### src/rtl/rfrc_pkg.sv
`default_nettype none

package rfrc_pkg;

  localparam int MAX_PEERS_DEF   = 4;
  localparam int QUEUE_DEPTH_DEF = 2;
  localparam int CFG_IDX_W       = 3;
  localparam int CFG_DATA_W      = 8;
  localparam int M_TDATA_W       = 48;

  typedef logic [7:0] byte_t;

  // configuration register indexes
  typedef enum logic [CFG_IDX_W-1:0] {
    CFG_LOCAL_ADDR  = 3'd0,
    CFG_SYN_CODE    = 3'd1,
    CFG_PEER_COUNT  = 3'd2,
    CFG_PEER0       = 3'd3,
    CFG_PEER1       = 3'd4,
    CFG_PEER2       = 3'd5,
    CFG_PEER3       = 3'd6
  } cfg_idx_t;

  typedef enum logic [2:0] {
    ST_OK            = 3'd0,
    ST_SHORT         = 3'd1,
    ST_WRONG_RCPT    = 3'd2,
    ST_WRONG_SESSION = 3'd3,
    ST_BAD_CHECKSUM  = 3'd4
  } status_t;

  // one classified byte, front to back
  typedef struct packed {
    byte_t rx_byte;
    logic  is_payload;
    logic  last;
    logic  short_frame;
    logic  xor_ok;
    byte_t recipient;
    byte_t sender;
    byte_t packet;
    byte_t req_type;
    byte_t payload_len;
  } item_t;

endpackage

`default_nettype wire

### src/rtl/rfrc_queue.sv
`default_nettype none

module rfrc_queue import rfrc_pkg::*; #(
  parameter int DEPTH = QUEUE_DEPTH_DEF
) (
  input  logic  clk,
  input  logic  rst,
  input  logic  push,
  input  item_t push_item,
  output logic  not_full,
  input  logic  pop,
  output item_t head_item,
  output logic  not_empty
);

  localparam int AW = (DEPTH > 1) ? $clog2(DEPTH) : 1;
  localparam int CW = $clog2(DEPTH + 1);

  item_t          mem [DEPTH];
  logic [AW-1:0]  wr_ptr;
  logic [AW-1:0]  rd_ptr;
  logic [CW-1:0]  count;

  assign not_full  = (count != CW'(DEPTH));
  assign not_empty = (count != '0);
  assign head_item = mem[rd_ptr];

  always_ff @(posedge clk) begin
    if (push) begin
      mem[wr_ptr] <= push_item;
    end
  end

  always_ff @(posedge clk) begin
    if (rst) begin
      wr_ptr <= '0;
      rd_ptr <= '0;
      count  <= '0;
    end else begin
      if (push) begin
        wr_ptr <= (wr_ptr == AW'(DEPTH - 1)) ? '0 : wr_ptr + 1'b1;
      end
      if (pop) begin
        rd_ptr <= (rd_ptr == AW'(DEPTH - 1)) ? '0 : rd_ptr + 1'b1;
      end
      if (push && !pop) begin
        count <= count + 1'b1;
      end else if (pop && !push) begin
        count <= count - 1'b1;
      end
    end
  end

endmodule

`default_nettype wire

### src/rtl/rfrc_front.sv
`default_nettype none

module rfrc_front import rfrc_pkg::*; (
  input  logic       clk,
  input  logic       rst,
  input  logic       s_tvalid,
  output logic       s_tready,
  input  logic [7:0] s_tdata,   // [7:0] rx_byte
  input  logic       s_tlast,   // end_of_frame
  input  logic       q_not_full,
  output logic       q_push,
  output item_t      q_item
);

  localparam logic [2:0] POS_CHECKSUM  = 3'd0;
  localparam logic [2:0] POS_RECIPIENT = 3'd1;
  localparam logic [2:0] POS_SENDER    = 3'd2;
  localparam logic [2:0] POS_PACKET    = 3'd3;
  localparam logic [2:0] POS_TYPE      = 3'd4;
  localparam logic [2:0] POS_PAYLOAD   = 3'd5;

  logic [2:0] pos, pos_next;
  byte_t      xor_acc, xor_next;
  byte_t      chk, chk_next;
  byte_t      recip, recip_next;
  byte_t      sender, sender_next;
  byte_t      packet, packet_next;
  byte_t      req_type, req_type_next;
  byte_t      pay_cnt, pay_cnt_next;
  logic       is_payload;

  assign s_tready = q_not_full;
  assign q_push   = s_tvalid && s_tready;

  always_comb begin
    chk_next      = chk;
    recip_next    = recip;
    sender_next   = sender;
    packet_next   = packet;
    req_type_next = req_type;
    pay_cnt_next  = pay_cnt;
    is_payload    = 1'b0;
    case (pos)
      POS_CHECKSUM:  chk_next      = s_tdata;
      POS_RECIPIENT: recip_next    = s_tdata;
      POS_SENDER:    sender_next   = s_tdata;
      POS_PACKET:    packet_next   = s_tdata;
      POS_TYPE:      req_type_next = s_tdata;
      default: begin
        is_payload = 1'b1;
        if (pay_cnt != 8'hff) begin
          pay_cnt_next = pay_cnt + 8'd1;
        end
      end
    endcase
    xor_next = (pos != POS_CHECKSUM) ? (xor_acc ^ s_tdata) : xor_acc;
    // hold at payload position for long frames
    pos_next = (pos < POS_PAYLOAD) ? pos + 3'd1 : pos;

    q_item.rx_byte     = s_tdata;
    q_item.is_payload  = is_payload;
    q_item.last        = s_tlast;
    q_item.short_frame = pos inside {[POS_CHECKSUM:POS_PACKET]};
    q_item.xor_ok      = (xor_next == chk_next);
    q_item.recipient   = recip_next;
    q_item.sender      = sender_next;
    q_item.packet      = packet_next;
    q_item.req_type    = req_type_next;
    q_item.payload_len = pay_cnt_next;
  end

  always_ff @(posedge clk) begin
    if (rst || (q_push && s_tlast)) begin
      pos      <= POS_CHECKSUM;
      xor_acc  <= '0;
      chk      <= '0;
      recip    <= '0;
      sender   <= '0;
      packet   <= '0;
      req_type <= '0;
      pay_cnt  <= '0;
    end else if (q_push) begin
      pos      <= pos_next;
      xor_acc  <= xor_next;
      chk      <= chk_next;
      recip    <= recip_next;
      sender   <= sender_next;
      packet   <= packet_next;
      req_type <= req_type_next;
      pay_cnt  <= pay_cnt_next;
    end
  end

endmodule

`default_nettype wire

### src/rtl/rfrc_back.sv
`default_nettype none

module rfrc_back import rfrc_pkg::*; #(
  parameter int MAX_PEERS = MAX_PEERS_DEF
) (
  input  logic                  clk,
  input  logic                  rst,
  input  logic                  cfg_valid,
  input  logic [CFG_IDX_W-1:0]  cfg_index,
  input  logic [CFG_DATA_W-1:0] cfg_data,
  input  logic                  q_not_empty,
  input  item_t                 q_item,
  output logic                  q_pop,
  output logic                  m_tvalid,
  input  logic                  m_tready,
  output logic [M_TDATA_W-1:0]  m_tdata,
  output logic                  m_tlast,
  output logic                  m_tuser
);

  localparam byte_t NO_PARTNER = 8'hff;

  byte_t      local_addr;
  byte_t      syn_code;
  logic [2:0] peer_count;
  byte_t      peer [MAX_PEERS];
  byte_t      partner;

  logic       known_peer;
  logic       session_ok;
  status_t    verdict;

  byte_t      out_payload;
  logic       out_ok;
  status_t    out_status;
  byte_t      out_sender;
  byte_t      out_packet;
  byte_t      out_type;
  byte_t      out_len;

  always_ff @(posedge clk) begin
    if (rst) begin
      local_addr <= '0;
      syn_code   <= '0;
      peer_count <= '0;
      for (int i = 0; i < MAX_PEERS; i++) begin
        peer[i] <= '0;
      end
    end else if (cfg_valid) begin
      case (cfg_index)
        CFG_LOCAL_ADDR: local_addr <= cfg_data;
        CFG_SYN_CODE:   syn_code   <= cfg_data;
        CFG_PEER_COUNT: peer_count <= cfg_data[2:0];
        default: begin
          for (int i = 0; i < MAX_PEERS; i++) begin
            if (cfg_index == CFG_IDX_W'(int'(CFG_PEER0) + i)) begin
              peer[i] <= cfg_data;
            end
          end
        end
      endcase
    end
  end

  always_comb begin
    known_peer = 1'b0;
    for (int i = 0; i < MAX_PEERS; i++) begin
      if ((3'(i) < peer_count) && (peer[i] == q_item.sender)) begin
        known_peer = 1'b1;
      end
    end
    session_ok = (q_item.sender == partner) ||
                 ((q_item.req_type == syn_code) && (partner == NO_PARTNER) && known_peer);
    if (q_item.short_frame) begin
      verdict = ST_SHORT;
    end else if (q_item.recipient != local_addr) begin
      verdict = ST_WRONG_RCPT;
    end else if (session_ok) begin
      verdict = q_item.xor_ok ? ST_OK : ST_BAD_CHECKSUM;
    end else begin
      verdict = ST_WRONG_SESSION;
    end
  end

  // advance when the output register is free or being drained
  assign q_pop = q_not_empty && (!m_tvalid || m_tready);

  always_ff @(posedge clk) begin
    if (rst) begin
      partner  <= NO_PARTNER;
      m_tvalid <= 1'b0;
    end else begin
      if (q_pop) begin
        m_tvalid <= 1'b1;
      end else if (m_tready) begin
        m_tvalid <= 1'b0;
      end
      // latch the partner even when the checksum then fails
      if (q_pop && q_item.last && !q_item.short_frame &&
          (q_item.recipient == local_addr) && session_ok) begin
        partner <= q_item.sender;
      end
    end
  end

  always_ff @(posedge clk) begin
    if (q_pop) begin
      m_tuser     <= q_item.is_payload;
      m_tlast     <= q_item.last;
      out_payload <= q_item.is_payload ? q_item.rx_byte : '0;
      out_ok      <= q_item.last && (verdict == ST_OK);
      out_status  <= q_item.last ? verdict : ST_OK;
      out_sender  <= q_item.last ? q_item.sender : '0;
      out_packet  <= q_item.last ? q_item.packet : '0;
      out_type    <= q_item.last ? q_item.req_type : '0;
      out_len     <= q_item.last ? q_item.payload_len : '0;
    end
  end

  assign m_tdata = {4'd0, out_len, out_type, out_packet, out_sender,
                    3'(out_status), out_ok, out_payload};

endmodule

`default_nettype wire

### src/rtl/radio_frame_receive_checker_unit.sv
// Channel  Direction  Signals                          Request
// s_*      in         tvalid tready tdata[7:0] tlast   one received byte
// m_*      out        tvalid tready tdata tlast tuser  one result per byte
// cfg_*    in         valid ready index[2:0] data[7:0] one register write
//
// One byte per cycle sustained while the queue has room; after its byte is accepted,
// the classified byte is written into the queue and then its verdict into the output register.
// The queue (QUEUE_DEPTH entries) decouples input and output stalls.
// Reset (rst, synchronous) clears frame state, registers and the session
// partner (no session); configuration writes are taken every cycle.
`default_nettype none

module radio_frame_receive_checker_unit import rfrc_pkg::*; #(
  parameter int MAX_PEERS   = MAX_PEERS_DEF,
  parameter int QUEUE_DEPTH = QUEUE_DEPTH_DEF
) (
  input  logic                  clk,
  input  logic                  rst,
  input  logic                  s_tvalid,
  output logic                  s_tready,
  input  logic [7:0]            s_tdata,   // [7:0] rx_byte
  input  logic                  s_tlast,   // end_of_frame
  output logic                  m_tvalid,
  input  logic                  m_tready,
  // [7:0] payload_byte, [8] frame_ok, [11:9] status, [19:12] sender,
  // [27:20] packet_number, [35:28] request_type, [43:36] payload_length
  output logic [M_TDATA_W-1:0]  m_tdata,
  output logic                  m_tlast,   // frame_done
  output logic                  m_tuser,   // [0] payload_valid
  input  logic                  cfg_valid,
  output logic                  cfg_ready,
  input  logic [CFG_IDX_W-1:0]  cfg_index,
  input  logic [CFG_DATA_W-1:0] cfg_data
);

  logic  q_push;
  logic  q_pop;
  logic  q_not_full;
  logic  q_not_empty;
  item_t q_in;
  item_t q_head;

  assign cfg_ready = 1'b1;

  rfrc_front u_front (
    .clk        (clk),
    .rst        (rst),
    .s_tvalid   (s_tvalid),
    .s_tready   (s_tready),
    .s_tdata    (s_tdata),
    .s_tlast    (s_tlast),
    .q_not_full (q_not_full),
    .q_push     (q_push),
    .q_item     (q_in)
  );

  rfrc_queue #(
    .DEPTH (QUEUE_DEPTH)
  ) u_queue (
    .clk       (clk),
    .rst       (rst),
    .push      (q_push),
    .push_item (q_in),
    .not_full  (q_not_full),
    .pop       (q_pop),
    .head_item (q_head),
    .not_empty (q_not_empty)
  );

  rfrc_back #(
    .MAX_PEERS (MAX_PEERS)
  ) u_back (
    .clk         (clk),
    .rst         (rst),
    .cfg_valid   (cfg_valid),
    .cfg_index   (cfg_index),
    .cfg_data    (cfg_data),
    .q_not_empty (q_not_empty),
    .q_item      (q_head),
    .q_pop       (q_pop),
    .m_tvalid    (m_tvalid),
    .m_tready    (m_tready),
    .m_tdata     (m_tdata),
    .m_tlast     (m_tlast),
    .m_tuser     (m_tuser)
  );

endmodule

`default_nettype wire

### config.mk
export PLATFORM = sky130hd
export DESIGN_NAME = radio_frame_receive_checker_unit
export DESIGN_NICKNAME = d
export VERILOG_FILES = /design/src/rtl/rfrc_pkg.sv /design/src/rtl/rfrc_queue.sv /design/src/rtl/rfrc_front.sv /design/src/rtl/rfrc_back.sv /design/src/rtl/radio_frame_receive_checker_unit.sv
export SDC_FILE = /design/constraint.sdc
export NUM_CORES = 1
export LEC_CHECK = 0
export ABC_AREA = 1
export CAP_MARGIN = 15
export CORE_ASPECT_RATIO = 1.5
export CORE_UTILIZATION = 35
export CTS_BUF_LIST = sky130_fd_sc_hd__clkbuf_8
export DETAILED_ROUTE_END_ITERATION = 12
export DONT_BUFFER_PORTS = 1
export GPL_TIMING_DRIVEN = 1
export HOLD_SLACK_MARGIN = 0.08
export PLACE_DENSITY = 0.53
export RECOVER_POWER = 25
export SLEW_MARGIN = 20
export SYNTH_ARGS = -nofsm -noshare
export SYNTH_HDL_FRONTEND = slang
export SYNTH_SLANG_ARGS = --single-unit
export TNS_END_PERCENT = 100
### constraint.sdc
create_clock -name clk -period 5.35 [get_ports clk]
set_clock_uncertainty 0.2 [all_clocks]
set_input_delay 0 -clock clk [delete_from_list [all_inputs] [get_ports clk]]
set_output_delay 0 -clock clk [all_outputs]
set_load 0.01 [all_outputs]
# Word level (Yosys, flattened, before mapping)
# Memory sizes are Yosys's and may differ from the RTL's. A register that Yosys moved wholly into a read port is not among the register bits.
# Cells that the tools add are included.
# op_classes
n_lt_le_gt_ge	7
bitwise	5
reduce_logical	37
n_addsub	6
n_eq_ne	22
mux	53
# ops
op	n
$mux 8	12
$eq 8x8->1	8
$mux 1	35
$logic_and 1x1->1	17
$eq 3x2->1 const B	4
$eq 3x3->1 const B	4
$mux 3	4
$logic_not 3->1	3
$add 8x1->8 const B	1
$eq 8x8->1 const B	1
$ne 8x8->1	1
$ne 8x8->1 const B	1
$reduce_and 2->1	4
$xor 8x8->8	1
$eq 3x1->1 const B	2
$lt 1x3->1 const A	2
$lt 2x3->1 const A	2
$reduce_bool 2->1	3
$reduce_or 5->1	1
$logic_not 1->1	4
$mux 2	2
$or 1x1->1	4
$add 3x1->3 const B	1
$ge 3x1->1 const B	1
other kinds (9)	12
# totals
ram_bits	136
memories	2
input_bits	25
output_inout_bits	53
reg_bits	137
# memory_table
name	depth	width	rd	rd_ports_with_merged_regs	wr	line_no	text
u_queue.mem	2	52	1	1	1	rfrc_queue.sv:19	item_t mem [DEPTH];
u_back.peer	4	8	4	0	4	rfrc_back.sv:26	byte_t peer [MAX_PEERS];

# Depth between registers and ports, before layout
# Gate-level depths: netlist of run 1.
# An unclocked memory read counts as a cell.
# logic_depth
depth_word	14
mapped_depth	16
mapped_depth_nobuf	16

# Modules after synthesis
# A second synthesis of run 1 with hierarchy kept.
# unflattened
hier_cells	1319
area_unflattened_um2	12759.7
# modules_own_cells
module	area_each_um2	instances	seq_area_each_um2	cells_each
rfrc_back	5002.3	1	2902.8	552
rfrc_queue	4234.1	1	3223.1	195
rfrc_front	3512.1	1	1181.1	570
radio_frame_receive_checker_unit	11.3	1	0.0	2

# Worst setup path before layout of run 1
# Ideal clock, no wire load.
# synth_timing
path_kind	register -> register
startpoint	register u_back.m_tvalid
endpoint	register u_back.partner[0]
setup_time_ns	0.133
arrival_time_ns	3.903
path_slack_ns	1.114
n_path_buf	0
t_required_ns	5.017
stages_incl_launch_ff	9
path_cell_list	dfxtp_1 -> inv_1 -> nor2_1 -> a21oi_1 -> nand2_1 -> nor3b_4 -> nand2_4 -> nand2_1 -> nand3_1
# synth_between
elab_chain_cells	7
# synth_rtl
item	line_no	text
start: declaration	rfrc_back.sv:14	output logic m_tvalid,
start signal: assignment	rfrc_back.sv:91	m_tvalid <= 1'b0;
start signal: assignment	rfrc_back.sv:94	m_tvalid <= 1'b1;
start signal: assignment	rfrc_back.sv:96	m_tvalid <= 1'b0;
$logic_not 1->1	rfrc_back.sv:86	assign q_pop = q_not_empty && (!m_tvalid || m_tready);
$logic_or 1x1->1	rfrc_back.sv:86	
$logic_and 1x1->1	rfrc_back.sv:86	
via q_pop	radio_frame_receive_checker_unit.sv:37	logic q_pop;
$logic_and 1x1->1 (3 in a row)	rfrc_back.sv:99	if (q_pop && q_item.last && !q_item.short_frame &&
$logic_and 1x1->1	rfrc_back.sv:100	(q_item.recipient == local_addr) && session_ok) begin
end signal: assignment	rfrc_back.sv:101	partner <= q_item.sender;
end: declaration	rfrc_back.sv:27	byte_t partner;
# The timed path passes the listed nets, and every way through them passes these cells.
# A chain may end at the register's enable or synchronous reset.

==> run_results.csv, run 1 <==
group,metric,value,unit
placement,routabilityCongestion,0.871,
drt,vias_per_cell,4.73,
critical_path,cpPeakStageDelay,590,ps
pwr,power.density,489,nW/um2
critical_path,critPathMaxFanout,35,
drt,drt_iter0_drc,427,
yosys,synth_area_leaders,"edfxtp_1 (46%), dfxtp_1 (15%), nand2_1 (12%), inv_1 (4.3%), o21ai_0 (4.0%)",
yosys,synth_warnings,0,
min_path,min_path_type,"in2reg",
yosys,ys_ff_latch,274,
critical_path,cp_data_required_time,5500,ps
finish,fin_cells,1790,
yosys,seq_area_frac_synth,61.4,%
yosys,netlist_area,11900,um2
drt,wl_per_cell,16.3,um
grt,first_global_vias,8136,
cts,cts_tree,"built",
pwr,vdd_drop_max,337,uV
sta,finalCritPeriodShare,63.1,%
critical_path,reg2reg_to,"u_back.partner[1]",
finish,top_register,"u_queue.mem",
yosys,synth_top_area_share,45.9,%
grt,gr-total-overflow,0,
critical_path,setup.worst_path.start_class,"flop",
placement,dp_cells,1668,
sta,rsz0062_at_grt,"false",
drt,drt_wl_total,29300,um
critical_path,r2r_slack,1980,ps
floorplan,rows,82,
sta,setup_viol,0,
flow_run,drv_cap,2,
yosys,syn_area_per_cell,9.30,um2
critical_path,crit_arrival,3530,ps
floorplan,fp.dieW,153,um
status,failed_checks,"DRC, capacitance limit, slew limit",
drt,dr.pass1.iters,9,
min_path,worstHoldStart,"s_tvalid",
cts,cts-root-buf,"clkbuf_8",
sta,fin_crit,3370,ps
placement,place_area,12300,um2
placement,place_ws,2040,ps
grt,antenna_found_initial,0,
sta,finalHoldViolations,0,
grt,grt_max_degree,69,
status,outcome,"finished, violations left",
finish,layout-drive-gt1-share,7.52,%
min_path,holdPathEnd,"u_front.sender[2]",
finish,layout_common_cells,"nand2_1 (374), edfxtp_1 (182), inv_1 (145)",
yosys,ys_types,41,
min_path,holdPathStages,4,
critical_path,worst_path_max_delay_cell,"inv_2",
floorplan,die_area,34800,um2
floorplan,core,33400,um2
placement,dp_hpwl,19800,um
finish,area_delta_synth_final,15.0,%
yosys,netlist_instances,1279,
yosys,synth_top_area_cell,"edfxtp_1",
cts,cts_buffers,43,
cts,cts.sinks,274,
finish,reg_top3,"u_queue.mem (104), u_back.peer (32)",
critical_path,crit_chain,"inv_2 -> or2_1 -> o21ai_2 -> buf_4 -> inv_2 -> nand2_1 -> inv_1 -> nand2_1 -> nor3b_4 -> nand2_4 -> nand2_1 -> nand3_1",
floorplan,ioPinCount,78,
critical_path,worst-setup-path-type,"reg2reg",
sta,setup_tns,0,ps
drt,ant_nets,0,
cts,cts_max_level,2,
finish,layout.nets,1368,
cts,cts_resized,0,
floorplan,start_util,35.6,%
critical_path,rr_worst_depth,12,
critical_path,crit_top_cell,"nand2_1",
drt,drc,4,
floorplan,die_h,228,um
finish,largest_reg_flops,104,
placement,port_buffers,0,
cts,clock_path_buffers,3,
finish,design_area,13700,um2
sta,slew_violations,65,
finish,antennaDiodeCount,0,
finish,final_common_cell,"nand2_1",
sta,worstMarginPinSlew,1880,ps
pwr,leakage,5.71,nW
critical_path,end_kind,"flop",
cts,clkTransAtPathRegs,60,ps
grt,grt_pass1_wl,45700,um
sta,worst_slack,1980,ps
finish,utilization,40.9,%
sta,relSlewSlack,-25.5,%
cts,insertion_delay,570,ps
sta,fmax,296,MHz
grt,grt_use_total,17.0,%
drt,routed-via-count,8469,
==> stage by stage <==
| step | power, mW | hold slack [ps] |
|---|---|---|
| 2_1_floorplan | 4.31 | -128 |
| 3_3_place_gp | 4.77 | -126 |
| 3_5_place_dp | 4.79 | -125 |
| 4_1_cts | 6.79 | 110 |
| 5_1_grt | 7.09 | 153 |
| 6_report | 6.69 | 133 |
==> layer usage <==
metal	GRT usage, %	part of all wire [%]	vias up	wire length (um)
li1	-	-	4284	-
met1	19.2	40	3939	11800
met2	31.5	52	187	15200
met3	2.62	4.2	59	1230
met4	7.70	3.7	0	1080
met5	0	0	-	0
==> cell usage after synthesis (all sizes together) <==
master / instances
nand2: 381
edfxtp: 182
inv: 138
nor2: 109
o21ai: 100
dfxtp: 92
a21oi: 90
nand3: 51
clkbuf: 34
xor2: 28
buf: 16
xnor2: 15
ha: 7
nand4: 6
or2: 6
nand3b: 4
nor3: 4
conb: 2
nor4: 2
o211ai: 2
a211oi: 1
and2: 1
and3: 1
clkinv: 1
mux2i: 1
nor3b: 1
o21bai: 1
o22ai: 1
o31ai: 1
or4: 1
==> final cells by class <==
cell class,instances,area (um2)
fill,3292,19800
clock inverter,30,270
sequential,274,7310
clock buffer,49,674
inverter,139,522
multi-input combinational,819,3840
timing repair buffer,59,539
tap,420,526
==> cells by family after synthesis <==
kind of cell / count (synthesis) / share of synthesized area, %
xor gates and xnor gates: 43 / 3.17
muxes: 1 / 0.0841
adders and majority gates: 7 / 0.736
and+or+nand+nor: 567 / 19.4
buffers and inverters: 189 / 6.61
DFF: 274 / 61.4
AOI/OAI and AO/OA: 196 / 8.49
other: 2 / 0.0631
==> report_power, final <==
group	leakage, nW	switching, mW	internal, mW
clock	0.517	0.851	1.09
sequential	2.51	0.274	2.83
combinational	2.68	1.20	0.450
==> timing repair <==
action / CTS / global route
setup buffers: 0 / 0
hold buffers: 43 / 0
hold endpoints to repair: 359 / 0
==> critical path, delay by kind of cell (launching register included) <==
| kind | cells | cell delay (ps) |
|---|---|---|
| buf+inv | 4 | 1200 |
| compound gates | 1 | 50 |
| flops | 1 | 480 |
| simple gates | 7 | 1210 |
==> worst max-delay path by stage <==
stage	to	depth (start not counted)	slack (ps)	from
4_1_cts	u_back.partner[1]	12	2020	flop
6_report	u_back.partner[1]	12	1980	flop
3_5_place_dp	u_back.partner[1]	12	2040	flop
3_3_place_gp	u_back.partner[5]	12	2100	flop
2_1_floorplan	u_back.partner[0]	8	1110	u_back.m_tvalid
5_1_grt	u_back.partner[7]	12	1680	flop
Power figures use the tool's default switching activity.
==> run 2: changes to the inputs <==
PLACE_DENSITY = 0.55   (was 0.53)
clock period = 2.85 ns   (was 5.35 ns; I/O delays follow)
==> run 2 against run 1 <==
  * The flow finishes with violations (DRC)
  * Count of clock-buffer cells in the layout shrank 2
  * Hold slack lost 8.0 ps
  * Sequential power grew 86%
  * Clock power grew 74%
  * Highest routed layer unchanged
  * Largest power group unchanged
  * Critical path type is now in2reg
  * Sequential cell count is the same
  * Total power grew 85%
  * Sequential share of layout area grew 0.088 points
==> run_results.csv, run 2 (synthesis gave the netlist of run 1 again) <==
group,metric,value,unit
status,outcome,"finished, violations left",
status,failed_checks,"DRC",
floorplan,core,33400,um2
pwr,p_clk_share,27.4,%
cts,clock_path_buffers,3,
finish,area_delta_synth_final,14.8,%
finish,layout_common_cells,"nand2_1 (373), edfxtp_1 (182), inv_1 (154)",
placement,port_buffers,0,
sta,slew_violations,0,
pwr,vdd_drop_max,367,uV
cts,cts_buffers,43,
sta,whs,125,ps
grt,grt_pass1_wl,46000,um
sta,finalHoldViolations,0,
floorplan,die_area,34800,um2
grt,gr-total-overflow,0,
sta,rsz0062_at_grt,"false",
pwr,pwr-share-comb,25.9,%
min_path,min_path_type,"in2reg",
drt,vias_per_cell,4.77,
grt,first_global_vias,8242,
floorplan,rows,82,
finish,fin_cells,1800,
critical_path,critPathMaxFanout,16,
cts,cts-root-buf,"clkbuf_8",
drt,drt_iter0_drc,423,
cts,clkTransAtPathRegs,60,ps
sta,relSlewSlack,18.4,%
grt,grt_use_total,17.1,%
placement,routabilityCongestion,0.885,
sta,setup_viol,0,
sta,setup_tns,0,ps
sta,fmax,378,MHz
placement,dp_hpwl,19800,um
critical_path,end_kind,"flop",
cts,insertion_delay,580,ps
grt,antenna_found_initial,1,
placement,dp_cells,1680,
finish,layout-drive-gt1-share,7.98,%
cts,post-cts-setup-buffer-count,0,
drt,drc,2,
critical_path,cpPeakStageDelay,570,ps
floorplan,start_util,35.6,%
critical_path,crit_arrival,2960,ps
finish,final_common_cell,"nand2_1",
cts,cts_tree,"built",
floorplan,ioPinCount,78,
sta,worst_slack,202,ps
sta,worstMarginPinSlew,1210,ps
critical_path,crit_top_cell,"dlygate4sd3_1",
drt,drt_wl_total,29200,um
pwr,swShare,35.1,%
drt,ant_nets,0,
placement,place_ws,258,ps
floorplan,die_h,228,um
critical_path,cp_data_required_time,3170,ps
critical_path,worst_path_max_delay_cell,"dlygate4sd3_1",
sta,fin_crit,2650,ps
pwr,power.internal,8.02,mW
critical_path,crit_chain,"dlygate4sd3_1 -> nor2_1 -> dlygate4sd3_1 -> inv_1 -> nor2_1 -> dlygate4sd3_1 -> buf_4 -> o21ai_0 -> a21oi_1 -> dlygate4sd3_1",
finish,utilization,40.8,%
pwr,power.density,905,nW/um2
finish,largest_reg_flops,104,
drt,wl_per_cell,16.2,um
floorplan,fp.dieW,153,um
finish,layout.nets,1376,
pwr,seqPwrFrac,46.7,%
pwr,switching_power,4.34,mW
grt,grt_max_degree,68,
finish,top_register,"u_queue.mem",
critical_path,worst-setup-path-type,"in2reg",
flow_run,drv_cap,0,
finish,num-fill-cells,3290,
pwr,leakage,5.74,nW
drt,routed-via-count,8593,
drt,dr.pass1.iters,12,
cts,cts_max_level,2,
sta,finalCritPeriodShare,92.9,%
finish,reg_top3,"u_queue.mem (104), u_back.peer (32)",
cts,cts.sinks,274,
critical_path,setup.worst_path.start_class,"input pin",
run 2: final cells by class:
class	count	area, um2	share of cell area (%)
Sequential cell	274	7310	53.5
Multi-Input combinational cell	819	3830	28.1
Clock buffer	47	647	4.74
Timing Repair Buffer	67	593	4.34
Tap cell	420	526	3.85
Inverter	139	522	3.82
Clock inverter	33	228	1.67
Antenna cell	1	2.50	0.0183
run 2: power by group through the flow:
stage | combinational [mW] | clock, mW | sequential [mW]
global route | 3.64 | 3.64 | 5.85
CTS | 3.30 | 3.49 | 5.79
detailed placement | 3.24 | 0 | 5.86
global placement | 3.18 | 0 | 5.86
finish | 3.20 | 3.38 | 5.78
floorplan | 2.31 | 0 | 5.76
run 2: stage by stage:
| step | instance area (um2) | power (mW) |
|---|---|---|
| final | 13700 | 12.4 |
| after floorplan | 11900 | 8.07 |
| after detailed placement | 12400 | 9.10 |
| after CTS | 13700 | 12.6 |
| after global placement | 12400 | 9.04 |
| after global routing | 13700 | 13.1 |
run 2: metal layers:
| layer | up-vias | global-route usage [%] | wire length [um] |
|---|---|---|---|
| met3 | 72 | 3.25 | 1240 |
| li1 | 4289 | - | - |
| met1 | 4053 | 18.8 | 11500 |
| met2 | 179 | 30.9 | 15100 |
| met4 | 0 | 9.25 | 1360 |
| met5 | - | 0 | 0 |
run 2: final timing paths:
check                           cells after the start         startpoint  slack, ps                   end
worst max-delay path                               10       cfg_index[2]        200    u_back.syn_code[4]
worst min-delay path                                1         s_tdata[4]        130    u_queue.mem[0][48]
worst max register to register                     12               flop        310  u_back.out_status[2]
worst min register to register                      2  u_front.packet[3]        260     u_front.packet[3]
run 2: worst max-delay path, delay by kind of cell:
kind                   cells  cell delay, ps
buffers and inverters      6            2510
and+or+nand+nor            2             190
AOI/OAI and AO/OA          2             220
run 2: timing repair:
item | CTS | global route
hold buffers | 39 | 0
endpoints found under the hold margin | 390 | 0
endpoints found under the setup margin | 0 | 2
gates resized for setup | 0 | 2
